**src/iee_pkg.sv**
```systemverilog
// ============================================================================
// iee_pkg
// Shared types and constants of the infix expression evaluator.
// ============================================================================
package iee_pkg;

   localparam int STACK_DEPTH = 64;
   localparam int VALUE_WIDTH = 32;
   localparam int PTR_W       = $clog2(STACK_DEPTH);
   localparam int CNT_W       = $clog2(STACK_DEPTH + 1);

   localparam logic [7:0] CH_ZERO  = 8'h30;
   localparam logic [7:0] CH_NINE  = 8'h39;
   localparam logic [7:0] CH_PLUS  = 8'h2B;
   localparam logic [7:0] CH_STAR  = 8'h2A;
   localparam logic [7:0] CH_OPEN  = 8'h28;
   localparam logic [7:0] CH_CLOSE = 8'h29;

   typedef enum logic [1:0] {
      OP_ADD  = 2'd1,
      OP_MUL  = 2'd2,
      OP_OPEN = 2'd3
   } op_type;

   typedef enum logic [1:0] {
      ST_OK        = 2'd0,
      ST_UNKNOWN   = 2'd1,
      ST_MALFORMED = 2'd2,
      ST_OVERFLOW  = 2'd3
   } status_type;

   typedef enum logic [2:0] {
      S_IDLE,
      S_READ,
      S_EXEC,
      S_FREAD,
      S_FEXEC
   } state_type;

   typedef struct packed {
      logic             rd_en;
      logic [PTR_W-1:0] rd_top_addr;
      logic [PTR_W-1:0] rd_next_addr;
      logic             wr_en;
      logic [PTR_W-1:0] wr_addr;
   } vs_ctrl_type;

   function automatic logic [1:0] rank_of(input op_type op);
      logic [1:0] r;
      case (op)
         OP_MUL:  r = 2'd2;
         OP_ADD:  r = 2'd1;
         default: r = 2'd0;
      endcase
      return r;
   endfunction

endpackage

```
**src/iee_value_stack.sv**
```systemverilog
// ============================================================================
// iee_value_stack
// Value stack memory with one write port and two registered read ports.
// ============================================================================
module iee_value_stack (
   input  logic                              clock,
   input  iee_pkg::vs_ctrl_type              ctrl,
   input  logic [iee_pkg::VALUE_WIDTH-1:0]   wr_data,
   output logic [iee_pkg::VALUE_WIDTH-1:0]   rd_top,
   output logic [iee_pkg::VALUE_WIDTH-1:0]   rd_next
);

   logic [iee_pkg::VALUE_WIDTH-1:0] mem [iee_pkg::STACK_DEPTH];
   logic [iee_pkg::VALUE_WIDTH-1:0] rd_top_ff;
   logic [iee_pkg::VALUE_WIDTH-1:0] rd_next_ff;

   always_ff @(posedge clock) begin
      if (ctrl.wr_en) begin
         mem[ctrl.wr_addr] <= wr_data;
      end
      if (ctrl.rd_en) begin
         rd_top_ff  <= mem[ctrl.rd_top_addr];
         rd_next_ff <= mem[ctrl.rd_next_addr];
      end
   end

   assign rd_top  = rd_top_ff;
   assign rd_next = rd_next_ff;

endmodule

```
**src/infix_expression_evaluator.sv**
```systemverilog
// ============================================================================
// infix_expression_evaluator
// Evaluates an infix expression of digits, '+', '*' and parentheses that
// arrives one character per request, with an operator and a value stack.
// ============================================================================
// Each character passes through acceptance, a stack read and the update.
// Once an error has been flagged, the characters that follow only pass
// through acceptance. Every operator that a character or the end of the
// expression pops adds a read of the stack memories and a step that applies
// it and writes back. After the last character the stacks are read and each
// remaining operator is applied in turn before the result is registered. A
// result that has not yet been taken holds the finish step of the next
// expression. A new expression may already be accepted while a result waits.
module infix_expression_evaluator (
   input  logic        clock,
   input  logic        reset,
   input  logic        req_tvalid,
   output logic        req_tready,
   input  logic [7:0]  req_tdata,   // [7:0] symbol
   input  logic        req_tlast,
   output logic        rsp_tvalid,
   input  logic        rsp_tready,
   output logic [39:0] rsp_tdata    // [31:0] value, [33:32] status, [39:34] zero
);

   localparam int CW = iee_pkg::CNT_W;
   localparam int PW = iee_pkg::PTR_W;
   localparam int VW = iee_pkg::VALUE_WIDTH;

   iee_pkg::state_type  state_ff, state_in;
   iee_pkg::status_type err_ff, err_in;
   logic [CW-1:0]       opcnt_ff, opcnt_in;
   logic [CW-1:0]       valcnt_ff, valcnt_in;
   logic [7:0]          sym_ff;
   logic                last_ff;

   iee_pkg::op_type     op_mem [iee_pkg::STACK_DEPTH];
   iee_pkg::op_type     op_top_ff;
   iee_pkg::op_type     op_wdata;
   iee_pkg::op_type     cur_op;
   logic                op_we;
   logic [PW-1:0]       op_waddr;

   iee_pkg::vs_ctrl_type vs_ctrl;
   logic [VW-1:0]        vs_wdata;
   logic [VW-1:0]        val_top;
   logic [VW-1:0]        val_next;
   logic [VW-1:0]        apply_res;

   logic [CW-1:0]        opcnt_m1;
   logic [CW-1:0]        valcnt_m1;
   logic [CW-1:0]        valcnt_m2;
   logic                 pop_ok;
   logic                 accept;

   logic                    rsp_valid_ff, rsp_valid_in;
   logic                    rsp_load;
   logic [VW-1:0]           rsp_value_ff, rsp_value_in;
   iee_pkg::status_type     rsp_status_ff, rsp_status_in;

   assign accept    = req_tvalid && req_tready;
   assign opcnt_m1  = CW'(opcnt_ff - CW'(1));
   assign valcnt_m1 = CW'(valcnt_ff - CW'(1));
   assign valcnt_m2 = CW'(valcnt_ff - CW'(2));
   assign pop_ok    = (opcnt_ff != '0) && (op_top_ff != iee_pkg::OP_OPEN);
   assign cur_op    = (sym_ff == iee_pkg::CH_STAR) ? iee_pkg::OP_MUL : iee_pkg::OP_ADD;
   assign apply_res = (op_top_ff == iee_pkg::OP_MUL) ? val_next * val_top
                                                     : val_next + val_top;

   iee_value_stack u_value_stack (
      .clock   (clock),
      .ctrl    (vs_ctrl),
      .wr_data (vs_wdata),
      .rd_top  (val_top),
      .rd_next (val_next)
   );

   always_ff @(posedge clock) begin
      if (op_we) begin
         op_mem[op_waddr] <= op_wdata;
      end
      if (vs_ctrl.rd_en) begin
         op_top_ff <= op_mem[opcnt_m1[PW-1:0]];
      end
   end

   always_ff @(posedge clock) begin
      if (reset) begin
         state_ff     <= iee_pkg::S_IDLE;
         err_ff       <= iee_pkg::ST_OK;
         opcnt_ff     <= '0;
         valcnt_ff    <= '0;
         rsp_valid_ff <= 1'b0;
      end else begin
         state_ff     <= state_in;
         err_ff       <= err_in;
         opcnt_ff     <= opcnt_in;
         valcnt_ff    <= valcnt_in;
         rsp_valid_ff <= rsp_valid_in;
      end
   end

   always_ff @(posedge clock) begin
      if (accept) begin
         sym_ff  <= req_tdata;
         last_ff <= req_tlast;
      end
      if (rsp_load) begin
         rsp_value_ff  <= rsp_value_in;
         rsp_status_ff <= rsp_status_in;
      end
   end

   always_comb begin
      state_in              = state_ff;
      err_in                = err_ff;
      opcnt_in              = opcnt_ff;
      valcnt_in             = valcnt_ff;
      req_tready            = 1'b0;
      op_we                 = 1'b0;
      op_waddr              = opcnt_ff[PW-1:0];
      op_wdata              = cur_op;
      vs_ctrl.rd_en         = 1'b0;
      vs_ctrl.rd_top_addr   = valcnt_m1[PW-1:0];
      vs_ctrl.rd_next_addr  = valcnt_m2[PW-1:0];
      vs_ctrl.wr_en         = 1'b0;
      vs_ctrl.wr_addr       = valcnt_ff[PW-1:0];
      vs_wdata              = VW'(sym_ff - iee_pkg::CH_ZERO);
      rsp_load              = 1'b0;
      rsp_value_in          = '0;
      rsp_status_in         = err_ff;

      case (state_ff)
         iee_pkg::S_IDLE: begin
            req_tready = 1'b1;
            if (req_tvalid) begin
               if (err_ff != iee_pkg::ST_OK) begin
                  state_in = req_tlast ? iee_pkg::S_FREAD : iee_pkg::S_IDLE;
               end else begin
                  state_in = iee_pkg::S_READ;
               end
            end
         end

         iee_pkg::S_READ: begin
            vs_ctrl.rd_en = 1'b1;
            state_in      = iee_pkg::S_EXEC;
         end

         iee_pkg::S_EXEC: begin
            state_in = last_ff ? iee_pkg::S_FREAD : iee_pkg::S_IDLE;
            case (sym_ff) inside
               [iee_pkg::CH_ZERO:iee_pkg::CH_NINE]: begin
                  if (valcnt_ff == CW'(iee_pkg::STACK_DEPTH)) begin
                     err_in = iee_pkg::ST_OVERFLOW;
                  end else begin
                     vs_ctrl.wr_en = 1'b1;
                     valcnt_in     = CW'(valcnt_ff + CW'(1));
                  end
               end
               iee_pkg::CH_OPEN: begin
                  if (opcnt_ff == CW'(iee_pkg::STACK_DEPTH)) begin
                     err_in = iee_pkg::ST_OVERFLOW;
                  end else begin
                     op_we    = 1'b1;
                     op_wdata = iee_pkg::OP_OPEN;
                     opcnt_in = CW'(opcnt_ff + CW'(1));
                  end
               end
               iee_pkg::CH_CLOSE, iee_pkg::CH_PLUS, iee_pkg::CH_STAR: begin
                  if (pop_ok && (sym_ff == iee_pkg::CH_CLOSE ||
                      iee_pkg::rank_of(op_top_ff) >= iee_pkg::rank_of(cur_op))) begin
                     opcnt_in = opcnt_m1;
                     if (valcnt_ff < CW'(2)) begin
                        err_in = iee_pkg::ST_MALFORMED;
                     end else begin
                        vs_ctrl.wr_en   = 1'b1;
                        vs_ctrl.wr_addr = valcnt_m2[PW-1:0];
                        vs_wdata        = apply_res;
                        valcnt_in       = valcnt_m1;
                        state_in        = iee_pkg::S_READ;
                     end
                  end else if (sym_ff == iee_pkg::CH_CLOSE) begin
                     if (opcnt_ff == '0) begin
                        err_in = iee_pkg::ST_MALFORMED;
                     end else begin
                        opcnt_in = opcnt_m1;
                     end
                  end else if (opcnt_ff == CW'(iee_pkg::STACK_DEPTH)) begin
                     err_in = iee_pkg::ST_OVERFLOW;
                  end else begin
                     op_we    = 1'b1;
                     opcnt_in = CW'(opcnt_ff + CW'(1));
                  end
               end
               default: begin
                  err_in = iee_pkg::ST_UNKNOWN;
               end
            endcase
         end

         iee_pkg::S_FREAD: begin
            vs_ctrl.rd_en = 1'b1;
            state_in      = iee_pkg::S_FEXEC;
         end

         iee_pkg::S_FEXEC: begin
            if (err_ff == iee_pkg::ST_OK && opcnt_ff != '0) begin
               state_in = iee_pkg::S_FREAD;
               opcnt_in = opcnt_m1;
               if (op_top_ff == iee_pkg::OP_OPEN || valcnt_ff < CW'(2)) begin
                  err_in = iee_pkg::ST_MALFORMED;
               end else begin
                  vs_ctrl.wr_en   = 1'b1;
                  vs_ctrl.wr_addr = valcnt_m2[PW-1:0];
                  vs_wdata        = apply_res;
                  valcnt_in       = valcnt_m1;
               end
            end else begin
               if (err_ff == iee_pkg::ST_OK && valcnt_ff != CW'(1)) begin
                  rsp_status_in = iee_pkg::ST_MALFORMED;
               end
               rsp_value_in = (rsp_status_in == iee_pkg::ST_OK) ? val_top : '0;
               if (!rsp_valid_ff || rsp_tready) begin
                  rsp_load  = 1'b1;
                  err_in    = iee_pkg::ST_OK;
                  opcnt_in  = '0;
                  valcnt_in = '0;
                  state_in  = iee_pkg::S_IDLE;
               end
            end
         end

         default: begin
            state_in = iee_pkg::S_IDLE;
         end
      endcase
   end

   assign rsp_valid_in = rsp_load || (rsp_valid_ff && !rsp_tready);
   assign rsp_tvalid   = rsp_valid_ff;
   assign rsp_tdata    = {6'd0, rsp_status_ff, rsp_value_ff[31:0]};

endmodule

```
**config.mk**
```make
export PLATFORM = sky130hd
export DESIGN_NAME = infix_expression_evaluator
export DESIGN_NICKNAME = d
export VERILOG_FILES = /design/src/iee_pkg.sv /design/src/iee_value_stack.sv /design/src/infix_expression_evaluator.sv
export SDC_FILE = /design/constraint.sdc
export NUM_CORES = 2
export LEC_CHECK = 0
export BUFFER_PORTS_ARGS = -buffer_cell sky130_fd_sc_hd__buf_2
export CAP_MARGIN = 20
export CELL_PAD_IN_SITES_DETAIL_PLACEMENT = 0
export CELL_PAD_IN_SITES_GLOBAL_PLACEMENT = 1
export CORE_AREA = 5 5 500 502
export CTS_CLUSTER_DIAMETER = 30
export DETAILED_ROUTE_END_ITERATION = 12
export DIE_AREA = 0 0 505 507
export PLACE_DENSITY = 0.74
export SYNTH_ARGS = -nofsm -noshare
export SYNTH_HDL_FRONTEND = slang
export SYNTH_SLANG_ARGS = --single-unit
```
**constraint.sdc**
```tcl
create_clock -name clock -period 16 [get_ports clock]
set_input_delay 2.4 -clock clock [delete_from_list [all_inputs] [get_ports clock]]
set_output_delay 2.4 -clock clock [all_outputs]
set_load 0.005 [all_outputs]
```
Yosys cells after proc, flatten, opt, wreduce, memory -nomap -nowiden
Memories as Yosys holds them, arrays and structs flattened. A register that Yosys moved wholly into a read port is not among the register bits.
Index checks and enable logic that the tools add are counted.
- register bits: 63
- memories: 2
- memory bits (writable): 2176
- output and inout bits: 42
- equal/unequal tests: 32
- add/sub/neg operators: 7
- $lt $le $gt $ge: 4
- $mul: 1
- reductions and logical operators: 27
- mux-type cells: 101
- bitwise operators: 2
- memory list (memory ; words ; width ; read ports ; clocked after memory_dff ; wr ports ; line ; RTL):
    u_value_stack.mem ; 64 ; 32 ; 2 ; 2 ; 1 ; iee_value_stack.sv:13 ; logic [iee_pkg::VALUE_WIDTH-1:0] mem [iee_pkg::STACK_DEPTH];
    op_mem ; 64 ; 2 ; 1 ; 1 ; 1 ; infix_expression_evaluator.sv:37 ; iee_pkg::op_type op_mem [iee_pkg::STACK_DEPTH];
- operators by type and width (kind ; count):
    2-to-1 mux 32 bit ; 8
    2-to-1 mux 7 bit ; 21
    2-to-1 mux 2 bit ; 35
    case mux 32 bit (2 select lines) ; 1
    case mux 7 bit (2 select lines) ; 3
    adder 32 bit ; 1
    == test 8 x 6 -> 1 bit, second input constant ; 4
    multiplier 32 x 32 -> 32 bit ; 1
    inequality test 3 bit, second input constant ; 10
    2-to-1 mux 1 bit ; 20
    2-to-1 mux 3 bit ; 6
    2-to-1 mux 6 bit ; 3
    case mux 3 bit (5 select lines) ; 1
    adder 7 x 1 -> 7 bit, second input constant ; 2
    == test 7 bit, second input constant ; 2
    subtractor 7 x 1 -> 7 bit, second input constant ; 2
    case mux 2 bit (2 select lines) ; 3
    subtractor 8 x 6 -> 9 bit, second input constant ; 1
    greater-or-equal comparator 8 x 6 -> 1 bit, second input constant ; 1
    <= comparator 8 x 6 -> 1 bit, second input constant ; 1
    AND reduction 8 bit ; 1
    logical AND 1 bit ; 7
    zero test 7 bit ; 1
    less-than comparator 7 x 2 -> 1 bit, second input constant ; 1
    24 further kinds ; 38

Depth between registers and ports, before layout
- word-level depth: 18
- mapped depth: 27

By module
Synthesis repeated with hierarchy kept, for this count alone.
- cells, all modules: 7074
- area, all modules: 122907.9 µm²
- by module, submodules not included (module ; cells each ; instances ; area each (µm²)):
    iee_value_stack ; 4409 ; 1 ; 96352.4
    infix_expression_evaluator ; 2665 ; 1 ; 26555.5

Worst setup path after synthesis
No wires, ideal clock.
- path type: reg2reg
- start: register u_value_stack.rd_top_ff, in the netlist u_value_stack.rd_top[3], read port of u_value_stack.mem
- end: memory u_value_stack.mem[0][31] (netlist name) (data pin)
- clock period less this slack: 9672 ps
- setup time: 702 ps
- cell stages (with the launch flop): 26
- arrival: 8971 ps
- buffers on the path: 2
- path slack: 6328 ps
- cells stage by stage: edfxtp_1 -> clkbuf_1 -> clkbuf_1 -> and2_1 -> fa_1 -> inv_1 -> fa_1 -> fa_1 -> fa_1 -> inv_1 -> fa_1 -> inv_1 -> fa_1 -> inv_1 -> fa_1 -> fa_1 -> ha_1 -> a21o_1 -> a21o_1 -> a21oi_1 -> o21ai_0 -> a31oi_1 -> o211ai_1 -> a41oi_1 -> xnor2_1 -> o21ai_0
- longest elaborated chain between the ends: 8
- elaborated cells between the ends (all ways): 11
- classes of those cells: 1 x add/sub; 1 x mul; 9 x mux
- ends and longest elaborated chain (what ; line ; RTL):
    start, declared ; iee_value_stack.sv:14 ; logic [iee_pkg::VALUE_WIDTH-1:0] rd_top_ff;
    multiplier 32 x 32 -> 32 bit or adder 32 bit (tied branches) ; infix_expression_evaluator.sv:67, infix_expression_evaluator.sv:68 ;
    2-to-1 mux 32 bit (*) ; infix_expression_evaluator.sv:67 ; assign apply_res = (op_top_ff == iee_pkg::OP_MUL) ? val_next * val_top
    2-to-1 mux 32 bit ; infix_expression_evaluator.sv:174 ; if (valcnt_ff < CW'(2)) begin
    2-to-1 mux 32 bit ; infix_expression_evaluator.sv:171 ; if (pop_ok && (sym_ff == iee_pkg::CH_CLOSE ||
    2-to-1 mux 32 bit (3 in a row) ; infix_expression_evaluator.sv:152 ; case (sym_ff) inside
    case mux 32 bit (2 select lines) (*) ; infix_expression_evaluator.sv:133 ; case (state_ff)
    net u_value_stack.wr_data (one bit) ; iee_value_stack.sv:8 ; input logic [iee_pkg::VALUE_WIDTH-1:0] wr_data,
    end, declared ; iee_value_stack.sv:13 ;
The timed path passes the listed nets; every way through them passes the cells marked *.

Worst setup path in the final report
- start: register u_value_stack.rd_top_ff, in the netlist u_value_stack.rd_top[6], read port of u_value_stack.mem
- end: memory u_value_stack.mem[3][27] (netlist name) (data pin)
The elaborated chain is that of the path after synthesis.

==> summary by stage <==
Setup path
The endpoint class of the critical path is a flip-flop. The required arrival time at the worst endpoint is approximately 17 ns. The slack of the worst reg-to-reg path is roughly 7.1 ns.

The startpoint type of the worst setup path is a flip-flop. For the worst setup path, the data arrival time is just under 10 ns. The highest net fanout along the worst path is 36. The setup path with the least slack is of type reg -> reg.

Global route
The pin count of the biggest net entering global routing is 118. The total routing resource utilization after global routing is 29.2%. The initial antenna violation count is 22. The number of global-route vias before repair is roughly 72000. Global routing finished with a remaining overflow of 0. The first global-routing pass estimated about 530 mm of wire.

Drt
After the first detailed-routing iteration, the DRC count stood at ~10000. The routed wire length is around 370 mm. After detailed routing, the number of remaining DRC violations is 0. The first-pass detailed-route iteration total is 6.

The via total after detailed routing is 70800. The number of routed nets with antenna violations is 0. In the routed layout, each cell is associated on average with a via count of slightly below 7. Dividing the detail-routed wire length by the instance count gives approximately 36 um.

Synth
The proportion of synthesized area in mux cells is roughly a quarter. The area of the mapped netlist is between 100000 and 150000 sq um. The warning count from the yosys run is 0. Counting instances in the post-synthesis netlist gives the leading cell types as 2285 x edfxtp_1, 1371 x mux4_2, 409 x fa_1. Of the total synthesized cell area, the portion taken by XOR and XNOR cells is less than 1%.

The basic-gate share of the synthesized area counting and, or, nand and nor cells is a little over 4%. The cell type with the highest aggregate area in the netlist is edfxtp_1. Counting flops and latches in the post-synthesis netlist gives 2305. The unique cell type count in the Yosys netlist is 76. The fraction of the mapped netlist area in compound gates is under 10%. The gate count after technology mapping is approximately 6600. Counting flops with an async set or reset pin after synthesis yields a share of 0%.

The share of the Yosys chip area taken by registers is around 57%. By area, the combinational part of the netlist is dominated by multiplexers. After synthesis, the cell types taking the most area are edfxtp_1 56%, mux4_2 25%, fa_1 6.7%, and2_1 1.8%, ha_1 1.7%. The most instantiated library cell after synthesis is edfxtp_1. A synthesized cell averages roughly 19 sq um.

The share of the synthesized area in the top cell type is 56.4%. The synthesized-area fraction occupied by adder cells is between 8 and 9%. For this run, the leading register cell type out of synthesis is edfxtp_1.

The synthesized design contains 2285 enable-type register cells.

Clock tree
The largest buffer count on any clock path is 4. The number of buffers added for setup after CTS is 0. For this design, the CTS-stage hold fixing added 0 buffers.

The number of gates resized after CTS is 0. The root buffer selected by CTS is clkbuf_16. TritonCTS built the clock tree. The clock tree synthesis step divided the H-tree into 5 levels. The TritonCTS sink count is approximately 2300. The clock latency on the worst-skew pair is 1.03 ns. Clock tree synthesis inserted a total of between 400 and 500 buffers.

After clock tree synthesis, the clock-pin slew on the worst setup and hold paths is about 0.050 ns.

Floorplanning
The die footprint is 256000 sq um. The number of rows in the core area is 182. The initial core utilization is 49.7%.

The region available for standard cell placement spans ~240000 sq um. During I/O placement, the number of pins put on the boundary was 55. The x dimension of the die is between 500 and 600 um. The floorplan step set the die height to around 510 um.

Timing
Setup repair after global routing left no endpoint under its margin. The worst setup margin is 7.09 ns. The final-report max-slew violation count is 0. The final-report hold violation count was 0. Summed over all failing endpoints, the final setup total negative slack is 0 ns. Setup violations remaining at the end of the flow were counted as 0. For this run, the top clock speed supported by timing is ~0.11 GHz. The minimum clock period after layout is between 8 and 9 ns. In this run the tightest slew margin relative to its limit is about a fifth. In the finished design, the share of the clock period the worst path needs comes to roughly 56%. At the pin with the least slew margin, the transition time is 1.20 ns.

On the final layout, the worst clock skew is 0.117 ns.

Place
The count of buffers from port buffering is 48. After detailed placement, the design holds a cell count of approximately 9600. The detailed placer's ending HPWL is 216 mm.

The final weighted congestion in routability-driven placement is 0.841. The post-placement setup slack is about 7 ns.

Final layout
The final-stage net count is approximately 7400. The synthesis-to-layout area growth is 17.2%. The layout filler cell count is 17700. In the final layout, the share of cells above drive strength 1 is approximately 34%. The finished layout holds 10400 standard cells, fillers aside.

Flow run
The tool flagged a number of max-cap violations equal to 0.

Worst hold path
The path category of the worst min-delay check is reg -> reg.

Outcome
The run finished with clean final reports.
placed cells by master (no fill, tap or decap), types with 23 or more instances in the layout:
master / n
a21oi_1: 66
bufinv_16: 79
clkinv_4: 33
clkinv_2: 68
mux4_2: 1371
nand3_1: 27
nor2_1: 145
inv_1: 403
clkinvlp_4: 53
nor3_1: 23
clkinv_1: 61
ha_1: 164
o21ai_0: 42
xnor2_1: 88
clkbuf_16: 457
buf_2: 48
edfxtp_1: 2285
buf_4: 181
clkbuf_1: 48
xor2_1: 31
nand2_1: 323
a211oi_1: 33
a31oi_1: 23
and2_1: 357
nor2_4: 66
fa_1: 409
critical path: stages (launching register included):
cell and delay (ns):
edfxtp_1 0.93, ha_1 0.44, fa_1 0.49, fa_1 0.53, inv_1 0.06, fa_1 0.47
fa_1 0.50, inv_1 0.05, ha_1 0.27, ha_1 0.28, fa_1 0.50, fa_1 0.42
ha_1 0.38, nand2_1 0.08, a211oi_1 0.32, o211ai_1 0.22, a311oi_1 0.88, a31oi_1 0.28
o21ai_0 0.27, xor2_1 0.21, mux2i_1 0.25, o21ai_4 0.71, buf_16 0.25
cell type report:
| cell class | count | area (sq um) | area share, % |
|---|---|---|---|
| Sequential cell | 2305 | 69000 | 48.4 |
| Inverter | 403 | 1510 | 1.06 |
| Clock inverter | 314 | 3860 | 2.71 |
| Antenna cell | 8 | 20.0 | 0.0140 |
| Tap cell | 3220 | 4030 | 2.82 |
| Timing Repair Buffer | 248 | 2060 | 1.45 |
| Multi-Input combinational cell | 3412 | 50500 | 35.4 |
| Clock buffer | 509 | 11700 | 8.18 |
per-layer routing:
metal | wire [um] | up-vias | share of wire (%) | track usage (%)
met5 | 12 | - | 0.0032 | 0
met4 | 14400 | 2 | 3.8 | 10.5
met3 | 45700 | 780 | 12 | 7.90
met2 | 178000 | 4892 | 47 | 45.9
met1 | 137000 | 38100 | 37 | 39.8
li1 | - | 27100 | - | -
metrics by stage:
step	utilization (%)	hold slack, ns	cell area [sq um]
floorplan	-	0.482	122000
global placement	51.8	0.517	127000
detailed placement	51.8	0.521	127000
CTS	58.2	0.532	142000
global route	58.3	0.563	143000
finish	58.3	0.538	143000
logic make-up after synthesis:
logic type,count (synthesis)
DFF,2305
adders and majority gates,575
AOI/OAI and AO/OA,303
and+or+nand+nor,1017
muxes,1383
other,1
buffers and inverters,842
xor gates and xnor gates,128
registers in the layout, summed over array words and instances, names as in the netlist:
register,cells
rsp_tvalid,1
last_ff,1
rsp_value_ff,32
state_ff,3
u_value_stack.rd_next,32
u_value_stack.rd_top,32
op_top_ff,2
opcnt_ff,7
sym_ff,8
op_mem,128
valcnt_ff,7
u_value_stack.mem,2048
err_ff,2
rsp_status_ff,2
final timing paths:
kind,startpoint,to,cells past startpoint
max,u_value_stack.rd_top[6],u_value_stack.mem[3][27],22
min,state_ff[1],state_ff[2],2
max reg2reg,u_value_stack.rd_top[6],u_value_stack.mem[3][27],22
min reg2reg,state_ff[1],state_ff[2],2
Power is left out: the tool's default activity adds up to more than one toggle a clock period on the data nets, which glitch-free logic cannot reach.
